### src/hdl/ybchs_pkg.sv
package ybchs_pkg;

  // input word: one luma sample or one U,V pair
  typedef struct packed {
    logic       req_type;
    logic [7:0] sample_first;
    logic [7:0] sample_second;
  } in_word_t;

  // result word
  typedef struct packed {
    logic [7:0] result_first;
    logic [7:0] result_second;
  } out_word_t;

  // item kinds
  localparam logic KIND_LUMA   = 1'b0;
  localparam logic KIND_CHROMA = 1'b1;

  // register indexes
  localparam int unsigned CfgIdxW = 3;
  localparam logic [CfgIdxW-1:0] REG_CONTRAST   = 3'd0;
  localparam logic [CfgIdxW-1:0] REG_BRIGHTNESS = 3'd1;
  localparam logic [CfgIdxW-1:0] REG_HUE_COS    = 3'd2;
  localparam logic [CfgIdxW-1:0] REG_HUE_SIN    = 3'd3;
  localparam logic [CfgIdxW-1:0] REG_SATURATION = 3'd4;
  localparam int unsigned CfgDataW = 14;

  // register reset values
  localparam logic [12:0]        CONTRAST_RST   = 13'd512;
  localparam logic signed [9:0]  BRIGHTNESS_RST = 10'sd16;
  localparam logic signed [13:0] HUE_COS_RST    = 14'sd4096;
  localparam logic signed [13:0] HUE_SIN_RST    = 14'sd0;
  localparam logic [12:0]        SATURATION_RST = 13'd512;

  // centering offsets and clamp limits
  localparam logic signed [8:0]  LUMA_BLACK  = 9'sd16;
  localparam logic signed [8:0]  CHROMA_MID  = 9'sd128;
  localparam logic signed [16:0] LUMA_LO     = 17'sd15;
  localparam logic signed [16:0] LUMA_HI     = 17'sd235;
  localparam logic signed [16:0] CHROMA_LO   = 17'sd16;
  localparam logic signed [16:0] CHROMA_HI   = 17'sd240;

  // clamp a signed value into an 8-bit window
  function automatic logic [7:0] clamp_u8(input logic signed [16:0] x,
                                          input logic signed [16:0] lo,
                                          input logic signed [16:0] hi);
    logic signed [16:0] r;
    begin
      r = x;
      if (r < lo) r = lo;
      if (r > hi) r = hi;
      return r[7:0];
    end
  endfunction

endpackage

### src/hdl/ybchs_chroma.sv
module ybchs_chroma import ybchs_pkg::*; (
  input  logic               clk,
  input  logic               en,
  input  logic [7:0]         u_in,
  input  logic [7:0]         v_in,
  input  logic signed [13:0] hue_cos,
  input  logic signed [13:0] hue_sin,
  input  logic [12:0]        sat_gain,
  output logic [7:0]         u_out,
  output logic [7:0]         v_out
);

  // centered chroma
  logic signed [8:0] u_c;
  logic signed [8:0] v_c;
  assign u_c = $signed({1'b0, u_in}) - CHROMA_MID;
  assign v_c = $signed({1'b0, v_in}) - CHROMA_MID;

  // stage 1: four rotation products
  logic signed [21:0] uc_nxt, vs_nxt, vc_nxt, us_nxt;
  logic signed [21:0] uc_r, vs_r, vc_r, us_r;
  assign uc_nxt = u_c * hue_cos;
  assign vs_nxt = v_c * hue_sin;
  assign vc_nxt = v_c * hue_cos;
  assign us_nxt = u_c * hue_sin;

  always_ff @(posedge clk) begin
    if (en) begin
      uc_r <= uc_nxt;
      vs_r <= vs_nxt;
      vc_r <= vc_nxt;
      us_r <= us_nxt;
    end
  end

  // stage 2: rotate sums, floor shift by 12
  logic signed [22:0] ur_sum;
  logic signed [22:0] vr_sum;
  logic signed [10:0] ur_nxt, vr_nxt;
  logic signed [10:0] ur_r, vr_r;
  assign ur_sum = {uc_r[21], uc_r} + {vs_r[21], vs_r};
  assign vr_sum = {vc_r[21], vc_r} - {us_r[21], us_r};
  assign ur_nxt = ur_sum[22:12];
  assign vr_nxt = vr_sum[22:12];

  always_ff @(posedge clk) begin
    if (en) begin
      ur_r <= ur_nxt;
      vr_r <= vr_nxt;
    end
  end

  // stage 3: saturation scaling
  logic signed [13:0] sat_s;
  logic signed [24:0] usat_nxt, vsat_nxt;
  logic signed [24:0] usat_r, vsat_r;
  assign sat_s    = $signed({1'b0, sat_gain});
  assign usat_nxt = ur_r * sat_s;
  assign vsat_nxt = vr_r * sat_s;

  always_ff @(posedge clk) begin
    if (en) begin
      usat_r <= usat_nxt;
      vsat_r <= vsat_nxt;
    end
  end

  // floor shift by 9, recenter, clamp
  logic signed [16:0] uo_sum;
  logic signed [16:0] vo_sum;
  assign uo_sum = {usat_r[24], usat_r[24:9]} + 17'(CHROMA_MID);
  assign vo_sum = {vsat_r[24], vsat_r[24:9]} + 17'(CHROMA_MID);
  assign u_out  = clamp_u8(uo_sum, CHROMA_LO, CHROMA_HI);
  assign v_out  = clamp_u8(vo_sum, CHROMA_LO, CHROMA_HI);

endmodule

### src/hdl/yuv_brightness_contrast_hue_saturation_core.sv
// an accepted input word reaches its result word through the stage registers and then the output word register
// throughput: one word per cycle when not stalled; the four-stage multiply pipeline advances as one
// a stall at the output holds every stage in place, so nothing is lost or repeated
// reset (rst_n low, synchronous) clears all valid bits and loads the default
// gains: unity contrast and saturation, brightness 16, hue angle zero
module yuv_brightness_contrast_hue_saturation_core import ybchs_pkg::*; (
  input  logic                clk,
  input  logic                rst_n,
  input  logic                in_valid,
  output logic                in_stall,
  input  in_word_t            in_word,
  output logic                out_valid,
  input  logic                out_stall,
  output out_word_t           out_word,
  input  logic                cfg_we,
  input  logic [CfgIdxW-1:0]  cfg_idx,
  input  logic [CfgDataW-1:0] cfg_wdata
);

  // configuration registers
  logic [12:0]        contrast_r;
  logic signed [9:0]  brightness_r;
  logic signed [13:0] hue_cos_r;
  logic signed [13:0] hue_sin_r;
  logic [12:0]        saturation_r;

  always_ff @(posedge clk) begin
    if (!rst_n) begin
      contrast_r   <= CONTRAST_RST;
      brightness_r <= BRIGHTNESS_RST;
      hue_cos_r    <= HUE_COS_RST;
      hue_sin_r    <= HUE_SIN_RST;
      saturation_r <= SATURATION_RST;
    end else if (cfg_we) begin
      unique case (cfg_idx)
        REG_CONTRAST:   contrast_r   <= cfg_wdata[12:0];
        REG_BRIGHTNESS: brightness_r <= $signed(cfg_wdata[9:0]);
        REG_HUE_COS:    hue_cos_r    <= $signed(cfg_wdata[13:0]);
        REG_HUE_SIN:    hue_sin_r    <= $signed(cfg_wdata[13:0]);
        REG_SATURATION: saturation_r <= cfg_wdata[12:0];
        default: ;
      endcase
    end
  end

  // pipeline advance: the whole pipe moves unless the output word is held
  logic out_valid_r;
  logic en;
  assign en       = !out_valid_r || !out_stall;
  assign in_stall = !en;

  // valid and kind travel with the data
  logic v1_r, v2_r, v3_r;
  logic k1_r, k2_r, k3_r;

  always_ff @(posedge clk) begin
    if (!rst_n) begin
      v1_r        <= 1'b0;
      v2_r        <= 1'b0;
      v3_r        <= 1'b0;
      out_valid_r <= 1'b0;
    end else if (en) begin
      v1_r        <= in_valid;
      v2_r        <= v1_r;
      v3_r        <= v2_r;
      out_valid_r <= v3_r;
    end
  end

  always_ff @(posedge clk) begin
    if (en) begin
      k1_r <= in_word.req_type;
      k2_r <= k1_r;
      k3_r <= k2_r;
    end
  end

  // luma stage 1: contrast product
  logic signed [8:0]  y_c;
  logic signed [13:0] cont_s;
  logic signed [21:0] yprod_nxt;
  logic signed [21:0] yprod_r;
  assign y_c       = $signed({1'b0, in_word.sample_first}) - LUMA_BLACK;
  assign cont_s    = $signed({1'b0, contrast_r});
  assign yprod_nxt = y_c * cont_s;

  // luma stage 2: floor shift by 9, brightness, clamp
  logic signed [16:0] y_sum;
  logic [7:0]         y2_nxt;
  logic [7:0]         y2_r, y3_r;
  assign y_sum  = {{4{yprod_r[21]}}, yprod_r[21:9]} + 17'(brightness_r);
  assign y2_nxt = clamp_u8(y_sum, LUMA_LO, LUMA_HI);

  always_ff @(posedge clk) begin
    if (en) begin
      yprod_r <= yprod_nxt;
      y2_r    <= y2_nxt;
      y3_r    <= y2_r;
    end
  end

  // chroma path, three stages deep like the luma path
  logic [7:0] u_res, v_res;

  ybchs_chroma u_chroma (
    .clk      (clk),
    .en       (en),
    .u_in     (in_word.sample_first),
    .v_in     (in_word.sample_second),
    .hue_cos  (hue_cos_r),
    .hue_sin  (hue_sin_r),
    .sat_gain (saturation_r),
    .u_out    (u_res),
    .v_out    (v_res)
  );

  // output word register
  out_word_t out_word_nxt;
  out_word_t out_word_r;
  logic      out_kind_r;

  always_comb begin
    if (k3_r == KIND_LUMA) begin
      out_word_nxt.result_first  = y3_r;
      out_word_nxt.result_second = 8'd0;
    end else begin
      out_word_nxt.result_first  = u_res;
      out_word_nxt.result_second = v_res;
    end
  end

  always_ff @(posedge clk) begin
    if (en) begin
      out_word_r <= out_word_nxt;
      out_kind_r <= k3_r;
    end
  end

  assign out_valid = out_valid_r;
  assign out_word  = out_word_r;

  // luma words carry a zero second result
  a_luma_second_zero: assert property (@(posedge clk) disable iff (!rst_n)
    out_valid_r && out_kind_r == KIND_LUMA |-> out_word_r.result_second == 8'd0)
    else $error("luma word with nonzero second result");

  // every first result lies inside the span of the luma and chroma clamp windows
  a_result_window: assert property (@(posedge clk) disable iff (!rst_n)
    out_valid_r |-> out_word_r.result_first >= 8'd15 && out_word_r.result_first <= 8'd240)
    else $error("result outside clamp window");

  // chroma words stay in the chroma window on the second result and above its low limit on the first
  a_chroma_window: assert property (@(posedge clk) disable iff (!rst_n)
    out_valid_r && out_kind_r == KIND_CHROMA |->
      out_word_r.result_second >= 8'd16 && out_word_r.result_second <= 8'd240 &&
      out_word_r.result_first >= 8'd16)
    else $error("chroma result outside window");

  // a valid word in the third stage moves into the output register when the pipe advances
  a_valid_flow: assert property (@(posedge clk) disable iff (!rst_n)
    en && v3_r |=> out_valid_r)
    else $error("valid word dropped at the output stage");

  // the input is held back only while a finished word waits
  a_stall_cause: assert property (@(posedge clk) disable iff (!rst_n)
    in_stall |-> out_valid_r && out_stall)
    else $error("input stalled with no waiting output word");

endmodule

### config.mk
export PLATFORM = sky130hd
export DESIGN_NAME = yuv_brightness_contrast_hue_saturation_core
export DESIGN_NICKNAME = d
export VERILOG_FILES = /design/src/hdl/ybchs_pkg.sv /design/src/hdl/ybchs_chroma.sv /design/src/hdl/yuv_brightness_contrast_hue_saturation_core.sv
export SDC_FILE = /design/constraint.sdc
export NUM_CORES = 2
export LEC_CHECK = 0
export BUFFER_PORTS_ARGS = -buffer_cell sky130_fd_sc_hd__buf_2
export CORE_UTILIZATION = 38
export CTS_BUF_LIST = sky130_fd_sc_hd__clkbuf_16
export DETAILED_ROUTE_END_ITERATION = 8
export PLACE_DENSITY_LB_ADDON = 0.25
export SLEW_MARGIN = 20
export SYNTH_ARGS = -nofsm -noshare
export SYNTH_HDL_FRONTEND = slang
export SYNTH_SLANG_ARGS = --single-unit
### constraint.sdc
create_clock -name clk -period 10.7 [get_ports clk]
set_input_delay 2.14 -clock clk [delete_from_list [all_inputs] [get_ports clk]]
set_output_delay 2.14 -clock clk [all_outputs]
set_load 0.02 [all_outputs]
==> results.yml <==
layout:
  fraction_of_final_layout_cells_with_drive_strength_greater_than_1_pct: 5.72
  layout-area-overhead-vs-synth_pct: 6.83
  nets: 5364
  final.fill_count: 10600
  post-route-util_pct: 41.1
global_route:
  initial_antenna_violation_count: 5
  total_grt_usage_pct: 17.8
  global_route_wire_length_before_repair_mm: 154
  globalRouteOverflowTotal: 0
  pin_count_of_the_biggest_net_entering_global_routing: 81
  number_of_global_route_vias_before_repair: 28700
drt:
  drtPass1Iterations: 7
  vias_per_cell: 4.85
  met2RoutedLength_mm: 42.6
  dr.first_iter.drc_count: 1102
  wirelength_mm: 91.5
  wl_per_cell_um: 16.3
  antenna_viol_nets_final: 0
  top_layer: "met5"
  route.vias.total: 27300
  wirelength_met1_mm: 43.1
  drc: 3
  wl_met3_mm: 3.45
setup_path:
  crit_path_top_delay_cell: "sky130_fd_sc_hd__or3b_2"
  worst_path_most_repeated_cell: "sky130_fd_sc_hd__fa_1"
  cpPeakStageDelay_ps: 650
  worst-r2r-setup-slack_ps: 4430
  timing.critical_path.from_type: "input pin"
  endpoint_kind: "register"
  regToRegEndpoint: "u_chroma.uc_r[21]"
  path_max_fanout: 19
  critical_path.top_delay_family: "adder cells"
  crit_path_cell_trace: "buf_2 -> inv_1 -> ha_1 -> or3b_2 -> or2_2 -> fa_1 -> fa_1 -> fa_1 -> inv_1 -> fa_1 -> inv_1 -> fa_1 -> inv_1 -> ha_1 -> nand4_1 -> nor4_1 -> o21ai_0 -> a21oi_1 -> o211ai_1 -> o21ai_2 -> a21o_2 -> a21oi_2 -> xnor2_1"
  endpoint_arrival_time_on_the_critical_path_ps: 8070
  r2r_cells: 20
  critical_path_class: "in2reg"
  reg2reg_from: "hue_cos_r[5]"
  critical_path.n_buffers_inverters: 5
  endpoint_required_time_on_the_critical_path_ps: 10990
synthesis:
  synth-main-ff-cell: "sky130_fd_sc_hd__edfxtp_1"
  synth.lib_cells_used.distinct: 78
  synthArstFlopShare_pct: 0
  seq_area_frac_synth_pct: 17.4
  yosysWarnings: 0
  netlist_area_um2: 40700
  synth_enable_flop_cells: 190
  ys_top_cells_by_count: "sky130_fd_sc_hd__inv_1, sky130_fd_sc_hd__fa_1, sky130_fd_sc_hd__nand2_1"
  synth.avg_cell_area_um2: 9.55
  synth-seq-cells: 258
  fraction_of_synthesized_cell_area_taken_by_the_top_area_cell_type_pct: 33.5
  synthesis.nets: 5422
  yosys-top-cells-area: "sky130_fd_sc_hd__fa_1, sky130_fd_sc_hd__edfxtp_1, sky130_fd_sc_hd__ha_1"
  post-synth-top-area-cell: "sky130_fd_sc_hd__fa_1"
  synth_most_common_cell: "sky130_fd_sc_hd__inv_1"
  syn_inst: 4261
timing:
  hold_slack_ps: 413
  timing.clock.skew_ps: 25.2
  totalNegativeSetupSlack_ps: 0
  maxSlewHeadroom_pct: 25.5
  final_max_slew_viol_count: 0
  max_freq_ghz: 0.129
  timing.final.setup_violations: 0
  fin_crit_sh_pct: 72.7
  worst_slew_pin_slew_ps: 1120
  final_hold_viol_count: 0
  finalCriticalPeriod_ps: 7780
  rsz_0062_raised_after_global_routing: "no"
status:
  run_status: "finished with violations"
  failed_checks: "design-rule violations"
die:
  num_rows: 119
  io_pins: 57
  chipWidth_um: 329
  start_util_pct: 38.5
  core_area_um2: 106000
  die_area_um2: 108000
  chipHeight_um: 329
hold_path:
  min_path_cells: 0
  timing.hold.worst.class: "reg2reg"
  timing.hold.worst_endpoint: "y3_r[7]"
  timing.hold.worst.start: "y2_r[7]"
power:
  power_mw: 6.23
  power-per-cell-area_nw_per_um2: 143
  leakage_nw: 21.1
  worst_vdd_drop_v: 0.000115
clock_network:
  cts_buffers: 35
  htreeDepth: 2
  post_cts_resized: 0
  number_of_sinks_handled_by_clock_tree_synthesis: 258
  cts_post_setup_buffers_inserted: 0
  clk_pin_slew_worst_paths_ps: 60
  clock_tree_from_tritoncts: "yes"
  worst_skew_pair.late_latency_ps: 570
  cts_root_buffer: "sky130_fd_sc_hd__clkbuf_16"
  cts_buffer_depth: 3
  postCtsHoldBufs: 0
place:
  hpwlAfterDp_mm: 70.5
  portBuffers: 56
  gpl.final_weighted_congestion: 0.805
run:
  drv.max_cap_violation_count: 0
power breakdown:
group	internal [mW]	switching, mW
logic	1.36	1.84
clock network	0.705	0.507
registers	1.51	0.305
cell type report:
class | instances | area, um^2 | share of cell area (%)
clock buffer | 35 | 876 | 2.01
tap | 1391 | 1740 | 4.00
inverter | 836 | 3140 | 7.22
multi-input combinational | 2978 | 29800 | 68.5
antenna | 1 | 2.50 | 0.00576
clock inverter | 29 | 298 | 0.685
timing repair buffer | 94 | 568 | 1.31
sequential | 258 | 7070 | 16.3
registers in the layout (all words and copies together), names as in the netlist, 10 cells and up:
name / count
hue_cos_r: 14
u_chroma.ur_r: 11
yprod_r: 13
u_chroma.usat_r: 16
u_chroma.vr_r: 11
out_word: 16
hue_sin_r: 14
saturation_r: 13
contrast_r: 13
u_chroma.us_r: 22
u_chroma.vs_r: 22
u_chroma.uc_r: 22
brightness_r: 10
u_chroma.vsat_r: 16
u_chroma.vc_r: 22
cells by family (layout without fill, tap and decap cells):
kind of cell	after synthesis	after routing	synth area share [%]
AOI/OAI and AO/OA	348	348	6.01
xor gates and xnor gates	167	167	3.59
adders and majority gates	1122	1122	47.0
buffers and inverters	1025	994	9.46
DFF	258	258	17.4
muxes	1	1	0.0277
other	0	1	0
and+or+nand+nor	1340	1340	16.5
per-layer routing:
metal / GRT usage [%] / vias to the layer above
met5: 0 / -
met4: 4.95 / 4
met3: 1.81 / 103
met2: 29.6 / 421
met1: 24.7 / 13700
li1: - / 13000
per-stage QoR:
step / setup slack, ps / area, um^2 / cells
floorplan: 1280 / 40700 / 4261
global route: 2560 / 43500 / 5622
detailed placement: 2390 / 42300 / 5557
finish: 2920 / 43500 / 5622
global placement: 2460 / 42300 / 5557
CTS: 2960 / 43500 / 5621
how the worst max path moves through the flow:
stage,startpoint,end,slack (ps),cells after the start
final,in_word[12],yprod_r[21],2920,23
after global routing,in_word[12],yprod_r[21],2560,23
after CTS,in_word[13],yprod_r[21],2960,24
after detailed placement,in_word[13],yprod_r[21],2390,24
after global placement,in_word[13],yprod_r[13],2460,23
after floorplan,out_stall,in_stall,1280,2
placed cells by master (no fill, tap or decap), drive strengths merged, types with 10 or more instances in the layout:
cell / synthesis / routed
nand2: 547 / 547
xnor2: 116 / 116
clkinv: 1 / 12
a21oi: 97 / 97
nand2b: 88 / 88
and3: 25 / 25
buf: 3 / 94
nand4: 10 / 10
and2: 358 / 358
nand3: 31 / 31
or2: 57 / 57
edfxtp: 190 / 190
o21a: 15 / 15
clkbuf: 186 / 35
ha: 442 / 442
xor2: 51 / 51
fa: 680 / 680
dfxtp: 68 / 68
nor3: 29 / 29
nor2b: 50 / 50
nor2: 109 / 109
a21boi: 63 / 63
o21ai: 37 / 37
a211oi: 19 / 19
inv: 835 / 845
a21o: 40 / 40
Note: power is estimated with default switching activity, not from simulation.
